==> src/rtl/core/itp_pkg.sv <==
// ----------------------------------------------------------------------------
// Infix to postfix converter package
// Request kinds, shift control for the stack cells and precedence helpers.
// ----------------------------------------------------------------------------
package itp_pkg;

   // Kind of an accepted request, decided when it is taken in.
   localparam logic [1:0] KIND_LETTER = 2'd0;
   localparam logic [1:0] KIND_RPAR   = 2'd1;
   localparam logic [1:0] KIND_OPER   = 2'd2;
   localparam logic [1:0] KIND_END    = 2'd3;

   localparam logic [7:0] CHAR_PLUS   = 8'h2B;
   localparam logic [7:0] CHAR_MINUS  = 8'h2D;
   localparam logic [7:0] CHAR_STAR   = 8'h2A;
   localparam logic [7:0] CHAR_SLASH  = 8'h2F;
   localparam logic [7:0] CHAR_LPAR   = 8'h28;
   localparam logic [7:0] CHAR_RPAR   = 8'h29;
   localparam logic [7:0] CHAR_A      = 8'h41;
   localparam logic [7:0] CHAR_Z      = 8'h5A;

   // Shift command broadcast along the row of stack cells.
   typedef struct packed {
      logic push;
      logic pop;
   } cell_ctrl_type;

   function automatic logic [1:0] prec_of(input logic [7:0] c);
      logic [1:0] p;
      if (c == CHAR_PLUS || c == CHAR_MINUS) begin
         p = 2'd1;
      end else if (c == CHAR_STAR || c == CHAR_SLASH) begin
         p = 2'd2;
      end else if (c == CHAR_LPAR) begin
         p = 2'd3;
      end else begin
         p = 2'd0;
      end
      return p;
   endfunction

   function automatic logic [1:0] classify(input logic func, input logic [7:0] c);
      logic [1:0] k;
      if (func) begin
         k = KIND_END;
      end else if (c >= CHAR_A && c <= CHAR_Z) begin
         k = KIND_LETTER;
      end else if (c == CHAR_RPAR) begin
         k = KIND_RPAR;
      end else begin
         k = KIND_OPER;
      end
      return k;
   endfunction

   // True when an entry x, present if nonempty is set, is to be popped and emitted.
   function automatic logic pop_cond(input logic [1:0] kind, input logic [7:0] sym,
                                     input logic [7:0] x, input logic nonempty);
      logic r;
      case (kind)
         KIND_END:  r = nonempty;
         KIND_RPAR: r = nonempty && (x != CHAR_LPAR);
         KIND_OPER: r = nonempty && (x != CHAR_LPAR) && (prec_of(sym) <= prec_of(x));
         default:   r = 1'b0;
      endcase
      return r;
   endfunction

endpackage

==> src/rtl/core/itp_if.sv <==
// ----------------------------------------------------------------------------
// Infix to postfix converter channels
// Valid/ready interfaces for the character requests and the postfix results.
// ----------------------------------------------------------------------------
interface itp_req_if;
   logic       valid;
   logic       ready;
   logic       func;
   logic [7:0] symbol;

   modport source (output valid, output func, output symbol, input ready);
   modport sink   (input valid, input func, input symbol, output ready);
endinterface

interface itp_rsp_if;
   logic       valid;
   logic       ready;
   logic [7:0] out_char;
   logic       has_char;
   logic       run_last;
   logic       expr_end;
   logic       overflow;

   modport source (output valid, output out_char, output has_char, output run_last,
                   output expr_end, output overflow, input ready);
   modport sink   (input valid, input out_char, input has_char, input run_last,
                   input expr_end, input overflow, output ready);
endinterface

==> src/rtl/core/itp_cell.sv <==
// ----------------------------------------------------------------------------
// Stack cell
// One entry of the shift-register operator stack. A push takes the entry
// above, a pop takes the entry below.
// ----------------------------------------------------------------------------
module itp_cell (
   input  logic                  clock,
   input  itp_pkg::cell_ctrl_type ctrl,
   input  logic [7:0]            up_data,
   input  logic [7:0]            down_data,
   output logic [7:0]            data
);
   import itp_pkg::*;

   logic [7:0] data_ff;
   logic [7:0] data_in;

   // Shift towards the bottom on a push and towards the top on a pop.
   always_comb begin
      data_in = data_ff;
      if (ctrl.push) begin
         data_in = up_data;
      end else if (ctrl.pop) begin
         data_in = down_data;
      end
   end

   always_ff @(posedge clock) begin
      data_ff <= data_in;
   end

   assign data = data_ff;

endmodule

==> src/rtl/core/infix_to_postfix_converter.sv <==
// ----------------------------------------------------------------------------
// Infix to postfix converter
// Shunting-yard conversion with the operator stack held in a row of cells.
// ----------------------------------------------------------------------------
// The first result of a request is registered at the first step after the
// request is accepted. A new request is taken only once the last one is done:
// the sequencer pops and emits stack entries one per step, and each pop shifts
// the cell row once; a closing step then ends the request.
// A full output register that is not taken stalls the sequencer.
// Reset (synchronous) empties the stack and clears the output valid.
module infix_to_postfix_converter #(
   parameter int STACK_DEPTH = 32
) (
   input  logic     clock,
   input  logic     reset,
   itp_req_if.sink   req_ch,
   itp_rsp_if.source rsp_ch
);
   import itp_pkg::*;

   localparam int CntW = $clog2(STACK_DEPTH + 1);

   localparam logic ST_IDLE = 1'b0;
   localparam logic ST_WORK = 1'b1;

   logic            state_ff, state_in;
   logic [1:0]      kind_ff, kind_in;
   logic [7:0]      sym_ff, sym_in;
   logic            emitted_ff, emitted_in;
   logic [CntW-1:0] count_ff, count_in;

   logic            rsp_valid_ff, rsp_valid_in;
   logic [7:0]      rsp_char_ff, rsp_char_in;
   logic            rsp_has_ff, rsp_has_in;
   logic            rsp_last_ff, rsp_last_in;
   logic            rsp_end_ff, rsp_end_in;
   logic            rsp_ovf_ff, rsp_ovf_in;

   cell_ctrl_type   ctrl;
   logic [7:0]      cell_data [STACK_DEPTH];
   logic [7:0]      top_char;
   logic [7:0]      next_char;
   logic            cnt_nz, cnt_gt1, full;
   logic            cond_top, cond_next;
   logic            req_take, rsp_free, step, load_rsp;

   // Row of stack cells; cell zero is the top of stack.
   for (genvar i = 0; i < STACK_DEPTH; i++) begin : g_cell
      logic [7:0] up_d;
      logic [7:0] down_d;
      if (i == 0) begin : g_top
         assign up_d = sym_ff;
      end else begin : g_mid
         assign up_d = cell_data[i-1];
      end
      if (i == STACK_DEPTH - 1) begin : g_bot
         assign down_d = 8'h00;
      end else begin : g_low
         assign down_d = cell_data[i+1];
      end
      itp_cell u_cell (
         .clock     (clock),
         .ctrl      (ctrl),
         .up_data   (up_d),
         .down_data (down_d),
         .data      (cell_data[i])
      );
   end

   // Look at the top two entries to know whether the current pop is the last.
   assign top_char  = cell_data[0];
   assign next_char = cell_data[1];
   assign cnt_nz    = count_ff != '0;
   assign cnt_gt1   = count_ff > CntW'(1);
   assign full      = count_ff == CntW'(STACK_DEPTH);
   assign cond_top  = pop_cond(kind_ff, sym_ff, top_char, cnt_nz);
   assign cond_next = pop_cond(kind_ff, sym_ff, next_char, cnt_gt1);

   assign req_ch.ready = (state_ff == ST_IDLE);
   assign req_take     = req_ch.valid && req_ch.ready;
   assign rsp_free     = !rsp_valid_ff || rsp_ch.ready;
   assign step         = (state_ff == ST_WORK) && rsp_free;

   // Sequencer: one pop per step, then the closing action of the request.
   always_comb begin
      state_in    = state_ff;
      kind_in     = kind_ff;
      sym_in      = sym_ff;
      emitted_in  = emitted_ff;
      count_in    = count_ff;
      ctrl        = '0;
      load_rsp    = 1'b0;
      rsp_char_in = rsp_char_ff;
      rsp_has_in  = rsp_has_ff;
      rsp_last_in = rsp_last_ff;
      rsp_end_in  = rsp_end_ff;
      rsp_ovf_in  = rsp_ovf_ff;
      if (req_take) begin
         state_in   = ST_WORK;
         kind_in    = classify(req_ch.func, req_ch.symbol);
         sym_in     = req_ch.symbol;
         emitted_in = 1'b0;
      end else if (step) begin
         if (cond_top) begin
            ctrl.pop    = 1'b1;
            count_in    = count_ff - CntW'(1);
            emitted_in  = 1'b1;
            load_rsp    = 1'b1;
            rsp_char_in = top_char;
            rsp_has_in  = 1'b1;
            rsp_last_in = !cond_next;
            rsp_end_in  = !cond_next && (kind_ff == KIND_END);
            rsp_ovf_in  = 1'b0;
         end else begin
            state_in = ST_IDLE;
            if (kind_ff == KIND_RPAR && cnt_nz) begin
               ctrl.pop = 1'b1;
               count_in = count_ff - CntW'(1);
            end else if (kind_ff == KIND_OPER && !full) begin
               ctrl.push = 1'b1;
               count_in  = count_ff + CntW'(1);
            end
            if (!emitted_ff) begin
               load_rsp    = 1'b1;
               rsp_has_in  = (kind_ff == KIND_LETTER);
               rsp_char_in = (kind_ff == KIND_LETTER) ? sym_ff : 8'h00;
               rsp_last_in = 1'b1;
               rsp_end_in  = (kind_ff == KIND_END);
               rsp_ovf_in  = (kind_ff == KIND_OPER) && full;
            end
         end
      end
   end

   // Output register valid.
   always_comb begin
      rsp_valid_in = rsp_valid_ff;
      if (load_rsp) begin
         rsp_valid_in = 1'b1;
      end else if (rsp_ch.ready) begin
         rsp_valid_in = 1'b0;
      end
   end

   // Control registers.
   always_ff @(posedge clock) begin
      if (reset) begin
         state_ff     <= ST_IDLE;
         count_ff     <= '0;
         emitted_ff   <= 1'b0;
         rsp_valid_ff <= 1'b0;
      end else begin
         state_ff     <= state_in;
         count_ff     <= count_in;
         emitted_ff   <= emitted_in;
         rsp_valid_ff <= rsp_valid_in;
      end
   end

   // Payload registers.
   always_ff @(posedge clock) begin
      kind_ff     <= kind_in;
      sym_ff      <= sym_in;
      rsp_char_ff <= rsp_char_in;
      rsp_has_ff  <= rsp_has_in;
      rsp_last_ff <= rsp_last_in;
      rsp_end_ff  <= rsp_end_in;
      rsp_ovf_ff  <= rsp_ovf_in;
   end

   assign rsp_ch.valid    = rsp_valid_ff;
   assign rsp_ch.out_char = rsp_char_ff;
   assign rsp_ch.has_char = rsp_has_ff;
   assign rsp_ch.run_last = rsp_last_ff;
   assign rsp_ch.expr_end = rsp_end_ff;
   assign rsp_ch.overflow = rsp_ovf_ff;

endmodule

==> src/flat_wrapper.sv <==
// flat-port wrapper written by rule: the top's interface ports become plain ports
module infix_to_postfix_converter_flat import itp_pkg::*;
#(
   parameter int STACK_DEPTH = 32
)
  (clock, reset, req_ch_valid, req_ch_func, req_ch_symbol, req_ch_ready, rsp_ch_valid, rsp_ch_out_char, rsp_ch_has_char, rsp_ch_run_last, rsp_ch_expr_end, rsp_ch_overflow, rsp_ch_ready);
  itp_req_if req_ch_i ();
  itp_rsp_if rsp_ch_i ();
  input  logic clock;
  input  logic reset;
  input wire logic [$bits(req_ch_i.valid)-1:0] req_ch_valid;
  input wire logic [$bits(req_ch_i.func)-1:0] req_ch_func;
  input wire logic [$bits(req_ch_i.symbol)-1:0] req_ch_symbol;
  output wire logic [$bits(req_ch_i.ready)-1:0] req_ch_ready;
  output wire logic [$bits(rsp_ch_i.valid)-1:0] rsp_ch_valid;
  output wire logic [$bits(rsp_ch_i.out_char)-1:0] rsp_ch_out_char;
  output wire logic [$bits(rsp_ch_i.has_char)-1:0] rsp_ch_has_char;
  output wire logic [$bits(rsp_ch_i.run_last)-1:0] rsp_ch_run_last;
  output wire logic [$bits(rsp_ch_i.expr_end)-1:0] rsp_ch_expr_end;
  output wire logic [$bits(rsp_ch_i.overflow)-1:0] rsp_ch_overflow;
  input wire logic [$bits(rsp_ch_i.ready)-1:0] rsp_ch_ready;
  assign req_ch_i.valid = req_ch_valid;
  assign req_ch_i.func = req_ch_func;
  assign req_ch_i.symbol = req_ch_symbol;
  assign req_ch_ready = req_ch_i.ready;
  assign rsp_ch_valid = rsp_ch_i.valid;
  assign rsp_ch_out_char = rsp_ch_i.out_char;
  assign rsp_ch_has_char = rsp_ch_i.has_char;
  assign rsp_ch_run_last = rsp_ch_i.run_last;
  assign rsp_ch_expr_end = rsp_ch_i.expr_end;
  assign rsp_ch_overflow = rsp_ch_i.overflow;
  assign rsp_ch_i.ready = rsp_ch_ready;
  infix_to_postfix_converter #(.STACK_DEPTH(STACK_DEPTH)) u_core (.clock(clock), .reset(reset), .req_ch(req_ch_i), .rsp_ch(rsp_ch_i));
endmodule
==> config.mk <==
export PLATFORM = sky130hd
export DESIGN_NAME = infix_to_postfix_converter_flat
export DESIGN_NICKNAME = d
export VERILOG_FILES = /design/src/rtl/core/itp_pkg.sv /design/src/rtl/core/itp_if.sv /design/src/rtl/core/itp_cell.sv /design/src/rtl/core/infix_to_postfix_converter.sv /design/src/flat_wrapper.sv
export SDC_FILE = /design/constraint.sdc
export NUM_CORES = 1
export LEC_CHECK = 0
export BUFFER_PORTS_ARGS = -buffer_cell sky130_fd_sc_hd__buf_2
export CAP_MARGIN = 20
export CORE_MARGIN = 3
export CORE_UTILIZATION = 40
export DETAILED_ROUTE_END_ITERATION = 8
export PLACE_DENSITY = 0.66
export SYNTH_ARGS = -nofsm -noshare
export SYNTH_HDL_FRONTEND = slang
export SYNTH_HIERARCHICAL = 1
export SYNTH_SLANG_ARGS = --single-unit
export TNS_END_PERCENT = 10
==> constraint.sdc <==
create_clock -name clock -period 3.75 [get_ports clock]
set_clock_uncertainty 0.05 [all_clocks]
set_input_delay 0.375 -clock clock [delete_from_list [all_inputs] [get_ports clock]]
set_output_delay 0.375 -clock clock [all_outputs]
set_load 0.005 [all_outputs]
Word-level counts from Yosys, hierarchy flattened
Index checks and enable logic that the tools add are counted.
{ "totals": {"reg_bits": 287, "input_bits": 13, "word_cells": 216} }
{ "op_classes": {"n_addsub": 2, "order_cmp": 5, "eq_ne": 24, "muxes": 108, "n_bitwise": 2, "n_reduce_logical": 32} }
{ "ops": {"columns": ["cell", "count"], "rows": [
  ["two-way mux 8 bit", 67],
  ["== test 8 x 6 -> 1 bit (second input constant)", 16],
  ["two-way mux 2 bit", 16],
  ["two-way mux 1 bit", 20],
  ["two-way mux 6 bit", 3],
  ["inequality test 8 x 6 -> 1 bit (second input constant)", 2],
  ["logical AND 1 bit", 11],
  [">= comparator 8 x 7 -> 1 bit (second input constant)", 1],
  ["<= comparator 8 x 7 -> 1 bit (second input constant)", 1],
  ["logical OR 1 bit", 7],
  ["adder 6 x 1 -> 6 bit (second input constant)", 1],
  ["== test 6 bit (second input constant)", 1],
  ["> comparator 6 x 1 -> 1 bit (second input constant)", 1],
  ["one-hot mux 1 bit (3 select lines)", 2],
  ["AND reduction 3 bit", 2],
  ["nonzero test 2 bit", 3],
  ["nonzero test 6 bit", 1],
  ["subtractor 6 x 1 -> 6 bit (second input constant)", 1],
  ["== test 2 bit (second input constant)", 2],
  ["<= comparator 2 bit", 2],
  ["inequality test 2 bit (second input constant)", 2],
  ["AND reduction 2 bit", 2],
  ["logical NOT 1 bit", 3],
  ["nonzero test 3 bit", 1],
  ["other kinds (4)", 5]
]} }

Longest topological paths before layout
{ "logic_depth": {"depth_word": 13, "ltp_mapped": 11, "mapped_depth_nobuf": 10} }

By module
Netlist, hierarchy kept.
{ "by_module_without_submodules": {"columns": ["mod", "n_inst", "cells_per_inst", "area_per_inst_um2"], "rows": [
  ["itp_cell", 32, 18, 377.9],
  ["infix_to_postfix_converter", 1, 172, 1846.8]
]} }

Worst setup path after synthesis
No wires, ideal clock.
{ "synth_timing": {"kind": "register to register", "from": "register u_core.g_cell[0].u_cell.data_ff[4]", "to": "register u_core.g_cell[0].u_cell.data_ff[0], enable pin", "arrival_time_ns": 3.583, "setup_slack_ns": -0.213, "stages_incl_launch_ff": 11, "period_less_slack_ns": 3.963, "cell_sequence": "edfxtp_1 nor4b_4 nand3_1 ha_1 nor2b_1 o21ai_0 nand3_1 a21o_1 and2_1 buf_6 or2_1"} }
{ "synth_rtl": {"columns": ["item", "line", "rtl"], "rows": [
  ["start: declaration", "itp_cell.sv:15", "logic [7:0] data_ff;"],
  ["start signal: assignment", "itp_cell.sv:29", "data_ff <= data_in;"]
]} }

==> run summary <==
Initial antenna violation count -> 0
Worst Setup EP -> u_core/g_cell[0].u_cell/data[3]
Yosys warns -> 6
Post-synth ARST share -> 0
Syn Area/Cell -> 18.63 sq um
Synth Area in Compound Gates -> 0.02397
Final setup vio count -> 0
Top FF cell, synth -> edfxtp_1
Antenna Violating Nets Remaining -> 0
Top cells by count, synth -> edfxtp_1 (278), mux2_4 (258), buf_6 (32), or2_1 (32), nor2_1 (15)
CTS buffer count -> 31
Pwr Density -> 943.9 nW/um^2
Hold_sp -> req_ch_func
Root Buffer -> clkbuf_16
# IOs -> 27
Fin. Hold Viols -> 0
Area grow syn2layout -> 13.84%
Min Tclk post-route -> 3.433 ns
Vias in the first global route -> 6579
Required time of the critical path -> 4.00 ns
Via density -> 4.966
Multi-input gate area -> 5079 sq um
WL final -> 23.38 mm
Register area share after synthesis -> 0.6118
Slowest cell on crit path -> edfxtp_1
Final Power -> 14.98 mW
CP max stage delay -> 0.47 ns
Die Width -> 192.7 microns
Average wire per standard cell -> 18.21 microns
Final setup TNS -> 0 ns
DP HPWL -> 15.39 mm
Most frequent cell after synthesis -> edfxtp_1
Top cell type's share of synthesized area -> 0.5989
Post-synthesis instance area -> 13940 sq um
Synth area leader -> edfxtp_1
Worst flop-to-flop path startpoint -> u_core/g_cell[0].u_cell/data[4]
Starting Density -> 0.4105
GPL Wtd Cong -> 0.7822
Synth Area in XOR/XNOR -> 0.002513
F_max -> 291.3 MHz
Status -> complete, no violations
Fin crit share -> 0.9156
Most used cell, CP -> nand3_1
I/O Buffers -> 26
Setup repair after global routing missed its margin -> false
Worst slew pin tran -> 0.9420 ns
Final Net Count -> 831
Crit Reg-Reg Endpoint -> u_core/g_cell[0].u_cell/data[3]
Largest family of logic cells by synthesized area -> multiplexers
Distinct cells, synth -> 53
Simple-gate share of the synthesized area -> 0.04668
Adder-cell share of the synthesized area -> 0.006284
Gr usage total -> 0.1240
Flops & latches, synth -> 287
Crit-path max FO -> 42
CP Launch Type -> flip-flop
Die H -> 192.7 microns
FF-to-FF setup slack -> 0.32 ns
DIE AREA -> 37120 sq um
Final Max Tran Viols -> 0
Gate Count Post-Synth -> 748
Reg area -> 8528 sq um
DR vias -> 6376
EDFF count, synth -> 278
Detailed Route Iter0 Violations -> 378
H-tree depth -> 1
Post-synthesis mux area share -> 0.2810
CTS tree -> yes
Clock tree buffer depth -> 3
Clock slew at reported path FFs -> 0.06 ns
Row count -> 67
Crit path from -> u_core/g_cell[0].u_cell/data[4]
Synth top area cells -> edfxtp_1 (60%), mux2_4 (28%), buf_6 (2.6%), or2_1 (1.4%), dfxtp_1 (1.3%)
Worst relative slew slack -> 0.3707
Crit path arrival time -> 3.69 ns
Worst Setup End Kind -> flip-flop
HP Class -> in2reg
Peak VDD IR -> 0.0004502 V
Antenna fix cells -> 0
Worst setup path category -> reg2reg
R2R depth -> 11
# DRC -> 0
TritonRoute pass-1 iters -> 4
Cell Chain, Critical Path -> nor4b_4 > nand3_1 > ha_1 > nor2b_2 > o21ai_0 > nand3_1 > a21o_4 > and2_4 > buf_16 > buf_4 > mux2_4
Leak pwr -> 5.823 nW
Layout filler cell count -> 2852
Layout cells sized above 1 -> 0.4522
GRT Residual Overflow -> 0
Placeable Area -> 33950 sq um
Number of sinks on the clock net -> 287
Worst-skew pair later-pin latency -> 0.55 ns
First-pass GRT wire length -> 36.74 mm
Pin count of the biggest net entering global routing -> 43
MaxCap Viol Count -> 0
Hold depth -> 2
[placed cells by master (no fill, tap or decap), types with 3 or more instances in the layout]
cell type        n
or2_1           31
mux2_4         258
dfxtp_1          9
nand4_1          4
xor2_1           3
nand3_1         11
nor2_1          14
nor2b_1          9
clkinv_2         3
clkbuf_16       31
inv_1            3
clkbuf_8         3
bufinv_16        8
ha_1             7
clkinvlp_4       4
buf_12          10
clkinv_1         4
buf_2           26
edfxtp_1       278
o21ai_0          9
dlygate4sd3_1    8
nor3_1           3
buf_4           11
conb_1           8
a21oi_1          6
a22o_1           8
nand2_1         10
[layer usage]
layer | wire [microns] | global-route usage | share of wire
met5 | 0 | 0 | 0
met4 | 405 | 0.02830 | 0.017
met3 | 715 | 0.02053 | 0.031
met2 | 10510 | 0.1895 | 0.45
met1 | 11760 | 0.1856 | 0.50
[worst min path at each step]
stage	to	slack (ns)
after global placement	u_core/emitted_ff	0.42
final	u_core/kind_ff[1]	0.06
after global routing	u_core/kind_ff[1]	0.04
after floorplan	u_core/emitted_ff	0.40
after detailed placement	u_core/emitted_ff	0.46
after CTS	u_core/kind_ff[1]	0.03
[timing repair]
item	in CTS	in global routing
setup buffers	0	2
hold endpoints to repair	8	0
setup endpoints to repair	0	336
resized for setup	0	4
hold buffers	8	0
[per-stage QoR]
stage,area (sq um),utilization,cells,worst slack (ns),hold WS [ns]
2_1_floorplan,13970,-,755,0.2772,0.4046
5_1_grt,15870,0.4674,1284,0.1156,0.04382
6_report,15870,0.4674,1284,0.3166,0.05726
3_5_place_dp,14580,0.4294,1215,0.1886,0.4594
3_3_place_gp,14580,0.4294,1215,0.2483,0.4209
4_1_cts,15830,0.4661,1281,0.1733,0.03248
[worst max-delay path, delay by kind of cell, from the launching register on]
family,cells,cell delay [ns]
AND/OR/NAND/NOR,5,1.08
flip-flops,1,0.47
AO/OA/AOI/OAI,2,0.51
adder cells (fa/ha/maj),1,0.32
buffers and inverters,2,0.44
multiplexers,1,0.29
[state kept, by name, indices dropped and copies added (netlist names)]
| name | cells |
|---|---|
| u_core/state_ff | 1 |
| u_core/count_ff | 6 |
| u_core/rsp_ch.has_char | 1 |
| u_core/rsp_ch.out_char | 8 |
| u_core/rsp_ch.expr_end | 1 |
| u_core/g_cell.up_d | 8 |
| u_core/rsp_ch.overflow | 1 |
| u_core/g_cell.u_cell/data | 256 |
| u_core/kind_ff | 2 |
| u_core/rsp_ch.run_last | 1 |
| u_core/emitted_ff | 1 |
| u_core/rsp_ch.valid | 1 |
[cells by family (layout without fill, tap and decap cells)]
family          Yosys count  count (layout)
simple gates            107             108
buf+inv                  38             118
other cells               1               8
flops                   287             287
mux                     262             262
xor+xnor                  4               4
compound gates           42              42
fa+ha+maj                 7               7
[where the power goes]
| part | switching [mW] | total, mW | internal (mW) |
|---|---|---|---|
| clock | 1.27 | 3.41 | 2.14 |
| combinational | 2.11 | 4.91 | 2.80 |
| sequential | 0.882 | 6.66 | 5.77 |
[cell type report]
class,count,share of cell area
sequential,287,0.5375
multi-input combinational,431,0.3201
inverter,4,0.0009462
tap,448,0.03533
clock inverter,22,0.02145
clock buffer,36,0.05196
timing repair buffer,56,0.03280
Power figures use the tool's default switching activity.
